===== src/sv/iouga_pkg.sv =====
// Shared types and constants for the greedy IoU association block.
// Used by the interfaces, the controller, the datapath and the top level.
package iouga_pkg;

	localparam int MAX_DETS      = 16;
	localparam int MAX_TRKS      = 16;
	localparam int IDX_W         = 4;
	localparam int CNT_W         = 5;
	localparam int IOU_FRAC_BITS = 16;
	localparam int IOU_W         = IOU_FRAC_BITS + 1;
	localparam int SIDE_W        = 12;
	localparam int AREA_W        = 2 * SIDE_W;
	localparam int UNI_W         = AREA_W + 1;
	localparam int TBL_AW        = 2 * IDX_W;
	localparam int TBL_DEPTH     = MAX_DETS * MAX_TRKS;
	localparam int APB_AW        = 3;

	localparam logic [IOU_W-1:0] THR_RESET = IOU_W'(19661);

	// register word index taken from paddr[2]
	localparam logic REG_THR = 1'b0;

	localparam logic [1:0] REQ_DET = 2'd0;
	localparam logic [1:0] REQ_TRK = 2'd1;
	localparam logic [1:0] REQ_RUN = 2'd2;

	localparam logic [1:0] KIND_MATCH = 2'd0;
	localparam logic [1:0] KIND_DET   = 2'd1;
	localparam logic [1:0] KIND_TRK   = 2'd2;

	typedef struct packed {
		logic signed [15:0] x;
		logic signed [15:0] y;
		logic [SIDE_W-1:0]  w;
		logic [SIDE_W-1:0]  h;
	} box_t;

	typedef struct packed {
		logic [1:0]       kind;
		logic [IDX_W-1:0] det_index;
		logic [IDX_W-1:0] trk_index;
		logic [IOU_W-1:0] iou_value;
		logic             dropped;
		logic             last;
	} res_t;

	typedef struct packed {
		logic             load_det;
		logic             load_trk;
		logic             pair_rd;
		logic             calc1;
		logic             calc2;
		logic             calc3;
		logic             div_start;
		logic             tbl_wr;
		logic             scan_init;
		logic             scan_rd;
		logic             take;
		logic             gen_match;
		logic             gen_det;
		logic             gen_trk;
		logic             flush;
		logic             clear;
		logic [IDX_W-1:0] i;
		logic [IDX_W-1:0] j;
	} cmd_t;

	typedef struct packed {
		logic [CNT_W-1:0] det_cnt;
		logic [CNT_W-1:0] trk_cnt;
		logic             div_done;
		logic             found;
		logic             best_ok;
		logic             det_ok_i;
		logic             trk_ok_j;
		logic             out_free;
		logic             pend_v;
	} sts_t;

endpackage


===== src/sv/iouga_ctrl.sv =====
// Controller: sequences loads, the pair IoU pass, greedy rounds and result emission.
// Depends on iouga_pkg; drives the datapath through cmd_t and reads sts_t.
module iouga_ctrl (
	input  logic            clk,
	input  logic            arst_n,
	input  logic            in_valid,
	input  logic [1:0]      in_req,
	output logic            in_ready,
	output iouga_pkg::cmd_t cmd,
	input  iouga_pkg::sts_t sts
);
	import iouga_pkg::*;

	typedef enum logic [3:0] {
		S_IDLE, S_PRD, S_C1, S_C2, S_C3, S_DIV, S_DWAIT, S_WR,
		S_SCAN, S_DRAIN, S_TAKE, S_UNMD, S_UNMT, S_FLUSH, S_CLEAR
	} state_t;

	state_t           state_q;
	logic [CNT_W-1:0] i_q, j_q;
	logic             last_i, last_j;

	assign last_i = i_q == sts.det_cnt - CNT_W'(1);
	assign last_j = j_q == sts.trk_cnt - CNT_W'(1);

	always_ff @(posedge clk or negedge arst_n) begin
		if (!arst_n) begin
			state_q <= S_IDLE;
			i_q     <= '0;
			j_q     <= '0;
		end else begin
			case (state_q)
				S_IDLE: begin
					if (in_valid && in_req == REQ_RUN) begin
						i_q <= '0;
						j_q <= '0;
						if (sts.det_cnt == '0 || sts.trk_cnt == '0)
							state_q <= S_UNMD;
						else
							state_q <= S_PRD;
					end
				end
				S_PRD:   state_q <= S_C1;
				S_C1:    state_q <= S_C2;
				S_C2:    state_q <= S_C3;
				S_C3:    state_q <= S_DIV;
				S_DIV:   state_q <= S_DWAIT;
				S_DWAIT: begin
					if (sts.div_done)
						state_q <= S_WR;
				end
				S_WR, S_SCAN: begin
					if (last_j) begin
						j_q <= '0;
						if (last_i) begin
							i_q     <= '0;
							state_q <= (state_q == S_WR) ? S_SCAN : S_DRAIN;
						end else begin
							i_q <= i_q + CNT_W'(1);
							if (state_q == S_WR)
								state_q <= S_PRD;
						end
					end else begin
						j_q <= j_q + CNT_W'(1);
						if (state_q == S_WR)
							state_q <= S_PRD;
					end
				end
				S_DRAIN: state_q <= S_TAKE;
				S_TAKE: begin
					if (!sts.found)
						state_q <= S_UNMD;
					else if (!sts.best_ok || sts.out_free)
						state_q <= S_SCAN;
				end
				S_UNMD: begin
					if (i_q >= sts.det_cnt) begin
						j_q     <= '0;
						state_q <= S_UNMT;
					end else if (sts.det_ok_i || sts.out_free) begin
						i_q <= i_q + CNT_W'(1);
					end
				end
				S_UNMT: begin
					if (j_q >= sts.trk_cnt)
						state_q <= S_FLUSH;
					else if (sts.trk_ok_j || sts.out_free)
						j_q <= j_q + CNT_W'(1);
				end
				S_FLUSH: begin
					if (!sts.pend_v || sts.out_free)
						state_q <= S_CLEAR;
				end
				S_CLEAR: state_q <= S_IDLE;
				default: state_q <= S_IDLE;
			endcase
		end
	end

	always_comb begin
		cmd   = '0;
		cmd.i = i_q[IDX_W-1:0];
		cmd.j = j_q[IDX_W-1:0];
		case (state_q)
			S_IDLE: begin
				cmd.load_det = in_valid && in_req == REQ_DET;
				cmd.load_trk = in_valid && in_req == REQ_TRK;
			end
			S_PRD:  cmd.pair_rd = 1'b1;
			S_C1:   cmd.calc1 = 1'b1;
			S_C2:   cmd.calc2 = 1'b1;
			S_C3:   cmd.calc3 = 1'b1;
			S_DIV:  cmd.div_start = 1'b1;
			S_WR: begin
				cmd.tbl_wr    = 1'b1;
				cmd.scan_init = last_i && last_j;
			end
			S_SCAN: cmd.scan_rd = 1'b1;
			S_TAKE: begin
				cmd.take      = sts.found && (!sts.best_ok || sts.out_free);
				cmd.gen_match = sts.found && sts.best_ok && sts.out_free;
			end
			S_UNMD: cmd.gen_det = i_q < sts.det_cnt && !sts.det_ok_i && sts.out_free;
			S_UNMT: cmd.gen_trk = j_q < sts.trk_cnt && !sts.trk_ok_j && sts.out_free;
			S_FLUSH: cmd.flush = sts.pend_v && sts.out_free;
			S_CLEAR: cmd.clear = 1'b1;
			default: cmd.clear = 1'b0;
		endcase
	end

	assign in_ready = state_q == S_IDLE;
endmodule


===== config.mk =====
export PLATFORM = sky130hd
export DESIGN_NAME = iouga_ctrl
export DESIGN_NICKNAME = d
export VERILOG_FILES = /design/src/sv/iouga_pkg.sv /design/src/sv/iouga_ctrl.sv
export SDC_FILE = /design/constraint.sdc
export NUM_CORES = 1
export LEC_CHECK = 0
export BUFFER_PORTS_ARGS = -buffer_cell sky130_fd_sc_hd__buf_2
export CORE_MARGIN = 8
export CORE_UTILIZATION = 31
export CTS_CLUSTER_DIAMETER = 30
export DETAILED_ROUTE_END_ITERATION = 10
export SYNTH_ARGS = -nofsm -noshare
export SYNTH_HDL_FRONTEND = slang
export SYNTH_SLANG_ARGS = --single-unit

===== constraint.sdc =====
create_clock -name clk -period 4.6 [get_ports clk]
set_input_delay 0.46 -clock clk [delete_from_list [all_inputs] [get_ports clk]]
set_output_delay 0.46 -clock clk [all_outputs]
set_load 0.01 [all_outputs]

* After elaboration in Yosys (flattened, before gate mapping)
Cells that the tools add are included.
Word-level totals: flip-flop bits (word level) 14, input bits 22, output and inout port bits 25, logic and storage cells 108
Cells by class: add/subtract/negate cells 4, order comparisons 4, equality and inequality tests 29, multiplexer cells 37, reduce and logical (&&, ||, !) cells 31
Operators by type and width (number):
- $pmux W4 S13 | 1
- $mux W5 | 9
- $mux W4 | 11
- $eq A4 B4 Y1 const B | 7
- $pmux W5 S4 | 1
- $ne A2 B2 Y1 const B | 9
- $eq A4 B3 Y1 const B | 4
- $pmux W5 S3 | 1
- $logic_and A1 B1 Y1 | 12
- $mux W1 | 11
- $add A5 B1 Y5 const B | 2
- $eq A5 B5 Y1 | 2
- $ge A5 B5 Y1 | 2
- $logic_not A5 Y1 | 2
- $lt A5 B5 Y1 | 2
- $reduce_and A5 Y1 | 2
- $sub A5 B1 Y5 const B | 2
- $eq A4 B2 Y1 const B | 2
- $mux W2 | 3
- $reduce_and A6 Y1 | 1
- $logic_or A1 B1 Y1 | 5
- $eq A4 B1 Y1 const B | 1
- $logic_not A1 Y1 | 4
- $logic_not A4 Y1 | 1
- other kinds (8) | 8

* Longest topological paths before layout
word-level depth 5, gate-level depth with buffers 8, mapped depth without buffers 8

* Worst setup path after synthesis
OpenSTA, ideal clock, no wires.
path type input port to flip-flop, start input sts[16] in the netlist's numbering, end register i_q[3], setup time 0.104 ns, data arrival time 2.252 ns, data required time 4.496 ns, path slack 2.244 ns, stages 8, path buffers 0, path through inv_1 -> ha_1 -> a41oi_1 -> o21ai_0 -> or3_1 -> a221o_1 -> nand2b_4 -> o311ai_1
On the way: cells in the longest elaborated chain, start to end 5, elaborated cells on any way between the ends 8, classes of those cells add/sub: 1; order compare: 1; eq/ne: 2; mux: 3; reduce/logical: 1
Ends and longest elaborated chain:
- start, declared | RTL line iouga_ctrl.sv:10 | input iouga_pkg::sts_t sts
- $sub A5 B1 Y5 | RTL line iouga_ctrl.sv:23 | assign last_i = i_q == sts.det_cnt - CNT_W'(1);
- $eq A5 B5 Y1 | RTL line iouga_ctrl.sv:23
- $mux W5 | RTL line iouga_ctrl.sv:55 | if (last_i) begin
- $mux W5 | RTL line iouga_ctrl.sv:53 | if (last_j) begin
- $pmux W5 S3 | RTL line iouga_ctrl.sv:32 | case (state_q)
- end signal, assigned | RTL line iouga_ctrl.sv:59 | i_q <= i_q + CNT_W'(1);
- end signal, assigned | RTL line iouga_ctrl.sv:81 | i_q <= i_q + CNT_W'(1);
- end, declared | RTL line iouga_ctrl.sv:20 | logic [CNT_W-1:0] i_q, j_q;
Several ways; a longest one is shown, not always the timed one. The select of a mux whose other input is x is not followed. A chain may end at the register's enable or synchronous reset.

* Final worst setup path
start register i_q[3], end register i_q[3]
On the way: cells in the longest elaborated chain, start to end 4, elaborated cells on any way between the ends 10, classes of those cells add/sub: 1; order compare: 1; eq/ne: 2; mux: 5; reduce/logical: 1
Ends and longest elaborated chain (RTL line):
- $add A5 B1 Y5 or $eq A5 B5 Y1 (tied branches) | iouga_ctrl.sv:59, iouga_ctrl.sv:81, iouga_ctrl.sv:23
- $mux W5, on equally long branches | iouga_ctrl.sv:80, iouga_ctrl.sv:55
- $mux W5, on equally long branches | iouga_ctrl.sv:77, iouga_ctrl.sv:53
- $pmux W5 S3 | iouga_ctrl.sv:32
Several ways; a longest one is shown, not always the timed one. The select of a mux whose other input is x is not followed.

==> flow_metrics.env <==
export IMPL_status="finished, final reports clean"
export IMPL_grtUsageTotal_pct=11.2
export IMPL_synth_async_reset_ratio_pct=100
export IMPL_fin_nets=275
export IMPL_hold_buffers=0
export IMPL_relSlewSlack_pct=62.5
export IMPL_preCtsSetupSlack_ns=1.95
export IMPL_synth_top_family_by_area="simple AND/OR/NAND/NOR gates"
export IMPL_reg2reg_from="i_q[3]"
export IMPL_grt_pass1_vias=1542
export IMPL_drt_iter0_drc=58
export IMPL_powerDensity_nw_per_um2=366
export IMPL_ant_nets=0
export IMPL_cts_resized=0
export IMPL_synth_edf_count=0
export IMPL_grt_start_max_net_pins=19
export IMPL_max_cap_violations=0
export IMPL_routed_wl_mm=4.22
export IMPL_synth_seq_cells=14
export IMPL_p_int_mw=0.382
export IMPL_leakagePower_nw=0.942
export IMPL_maxSlewViolCount=0
export IMPL_seqPwrFrac_pct=31.8
export IMPL_p_switching_mw=0.309
export IMPL_h_tree_depth=1
export IMPL_dpl_cell_area_um2=1840
export IMPL_vias_per_cell=5.06
export IMPL_synth_avg_cell_area_um2=7.97
export IMPL_ff2ff_path_depth=7
export IMPL_place_congestion=0.772
export IMPL_path_class="reg -> reg"
export IMPL_port_buffers=46
export IMPL_min_path_type="in -> async"
export IMPL_post_route_min_period_ns=2.52
export IMPL_num_vias=1557
export IMPL_rows=26
export IMPL_startpoint_type="flop"
export IMPL_finish_utilization_pct=37.3
export IMPL_start_util_pct=31.7
export IMPL_muxShareOfSynthArea_pct=1.40
export IMPL_antenna_found_initial=0
export IMPL_place_inst=304
export IMPL_worst_r2r_setup_slack_ns=2.08
export IMPL_tightest_slew_ns=0.561
export IMPL_crit_arrival_ns=2.67
export IMPL_final_setup_viol_count=0
export IMPL_synth_fa_ha_area_share_pct=10.9
export IMPL_clock_sinks=14
export IMPL_crit_path_end_kind="flop"
export IMPL_synth_xor_area_share_pct=5.98
export IMPL_ys_types=51
export IMPL_endpoint="i_q[3]"
export IMPL_crit_path_start="i_q[3]"
export IMPL_path_buf_inv=0
export IMPL_critPathTopFamily="compound AO/OA/AOI/OAI gates"
export IMPL_fp_dieH_um=88.1
export IMPL_ir_drop_uv=224
export IMPL_die_w_um=88.1
export IMPL_drive_gt1_share_pct=23.5
export IMPL_gr_total_overflow=0
export IMPL_clock_latency_ns=0.25
export IMPL_p_sw_share_pct=44.8
export IMPL_fin_ws_ns=2.08
export IMPL_stdcell_count=308
export IMPL_syn_nets=238
export IMPL_final_area_um2=1890
export IMPL_syn2layout_area_growth_pct=17.4
export IMPL_die_area_um2=7760
export IMPL_critPathMaxStageDelay_ns=0.47
export IMPL_skew_ns=0.00148
export IMPL_hold_viol=0
export IMPL_synth_compound_area_share_pct=17.6
export IMPL_cp_data_required_time_ns=4.75
export IMPL_slowest_stage="dfrtp_1"
export IMPL_yosysWarnings=0
export IMPL_reg2reg_to="i_q[3]"
export IMPL_numCtsBuffers=3
export IMPL_path_clk_slew_ns=0.06
export IMPL_power_total_mw=0.691
export IMPL_drt_pass1_iter_count=4
export IMPL_comb_power_share_pct=50.6
export IMPL_syn_inst=202
export IMPL_cts_tree="built"
export IMPL_dp_hpwl_mm=3.42
export IMPL_synth_seq_area_share_pct=21.8
export IMPL_critPathMaxFanout=7
export IMPL_clock_fmax_mhz=397
export IMPL_worstSetupPathDepth=7
export IMPL_synthSimpleGateAreaFrac_pct=31.2
export IMPL_syn_area_um2=1610
export IMPL_grt_pass1_wl_mm=7.03
export IMPL_wl_per_cell_um=13.7
export IMPL_antenna_cells=0
export IMPL_clockBufferDepth=2
export IMPL_power_frac_clock_pct=17.7
export IMPL_core_um2=5070
export IMPL_fin_crit_sh_pct=54.8
export IMPL_hold_ws_ns=0.0972
export IMPL_synthFlopType="dfrtp_1"
export IMPL_rsz0062_at_grt="no"
export IMPL_root_buffer="clkbuf_8"
export IMPL_cp_cell_sequence="ha_1 > a41oi_1 > o21ai_0 > or3_1 > a221o_1 > nand2b_4 > o311ai_1"
export IMPL_postCtsSetupRepairBufs=0
export IMPL_tns_ns=0
export IMPL_io_pins=47
export IMPL_drc=0
-- cell usage in the layout (no fill, tap or decap), drive strengths merged, types with 2 or more instances in the layout --
master | synthesis | routed
a22o | 3 | 3
mux2 | 2 | 2
a211o | 2 | 2
nand3 | 7 | 7
nor2 | 14 | 14
nor2b | 7 | 7
inv | 23 | 23
nor3 | 9 | 9
xor2 | 4 | 4
ha | 14 | 14
o21ai | 10 | 10
buf | 11 | 46
nand2 | 12 | 12
nand4b | 2 | 2
nor4bb | 2 | 2
a221o | 2 | 2
nor4b | 4 | 4
xnor2 | 7 | 7
or3 | 5 | 5
nor4 | 3 | 3
nand2b | 9 | 9
o311ai | 3 | 3
dfrtp | 14 | 14
a21oi | 6 | 6
nand4 | 4 | 4
o211ai | 2 | 2
clkbuf | 3 | 4
-- routing by layer --
metal  part of all wire, %  GRT usage [%]  vias up
li1                      -              -      796
met1                    43           12.6      731
met2                    50           20.8       26
met3                   5.9           3.10        4
met4                  0.45           1.38        0
met5                     0              0        -
-- cell usage after synthesis (all sizes together), types with 2 or more instances --
| cell type | instances | area [um2] |
|---|---|---|
| inv | 23 | 86.3 |
| dfrtp | 14 | 350 |
| ha | 14 | 175 |
| nor2 | 14 | 52.6 |
| nand2 | 12 | 45.0 |
| buf | 11 | 81.3 |
| o21ai | 10 | 50.0 |
| nand2b | 9 | 63.8 |
| nor3 | 9 | 45.0 |
| nand3 | 7 | 35.0 |
| nor2b | 7 | 43.8 |
| xnor2 | 7 | 61.3 |
| a21oi | 6 | 30.0 |
| or3 | 5 | 31.3 |
| nand4 | 4 | 25.0 |
| nor4b | 4 | 47.6 |
| xor2 | 4 | 35.0 |
| a22o | 3 | 26.3 |
| clkbuf | 3 | 11.3 |
| nor4 | 3 | 25.0 |
| o311ai | 3 | 26.3 |
| a211o | 2 | 17.5 |
| a221o | 2 | 20.0 |
| mux2 | 2 | 22.5 |
| nand4b | 2 | 17.5 |
| nor4bb | 2 | 20.0 |
| o211ai | 2 | 15.0 |
-- worst reg2reg max path: stages, from the launching register on --
cell and delay, ns:
dfrtp_1 0.47, ha_1 0.37, a41oi_1 0.17, o21ai_0 0.16
or3_1 0.40, a221o_1 0.39, nand2b_4 0.19, o311ai_1 0.28
-- power by group through the flow --
stage	clock, mW	sequential [mW]	combinational [mW]
2_1_floorplan	0	0.172	0.316
3_3_place_gp	0	0.222	0.349
3_5_place_dp	0	0.221	0.353
4_1_cts	0.125	0.219	0.355
5_1_grt	0.130	0.228	0.397
6_report	0.122	0.220	0.349
-- flip-flops by register name, indices dropped and copies added (netlist names) --
name and flops:
j_q 5, state_q 4, i_q 5
-- worst min path at each step --
stage	cells past startpoint	start	to
global placement	1	arst_n	i_q[4]
detailed placement	1	arst_n	i_q[3]
global route	1	arst_n	i_q[4]
floorplan	0	arst_n	i_q[0]
finish	1	arst_n	i_q[4]
CTS	1	arst_n	j_q[3]
-- final cells by class --
| type | count | area [um2] |
|---|---|---|
| inverter | 23 | 86.3 |
| timing repair buffer | 46 | 230 |
| tap | 70 | 87.6 |
| sequential | 14 | 350 |
| fill | 568 | 3180 |
| multi-input combinational | 151 | 1080 |
| clock buffer | 4 | 55.1 |
-- cells by family after synthesis --
logic type | after synthesis
compound gates | 40
xor+xnor | 11
fa+ha+maj | 14
buf+inv | 37
flops | 14
mux | 2
simple gates | 84
(Power assumes the default switching activity.)
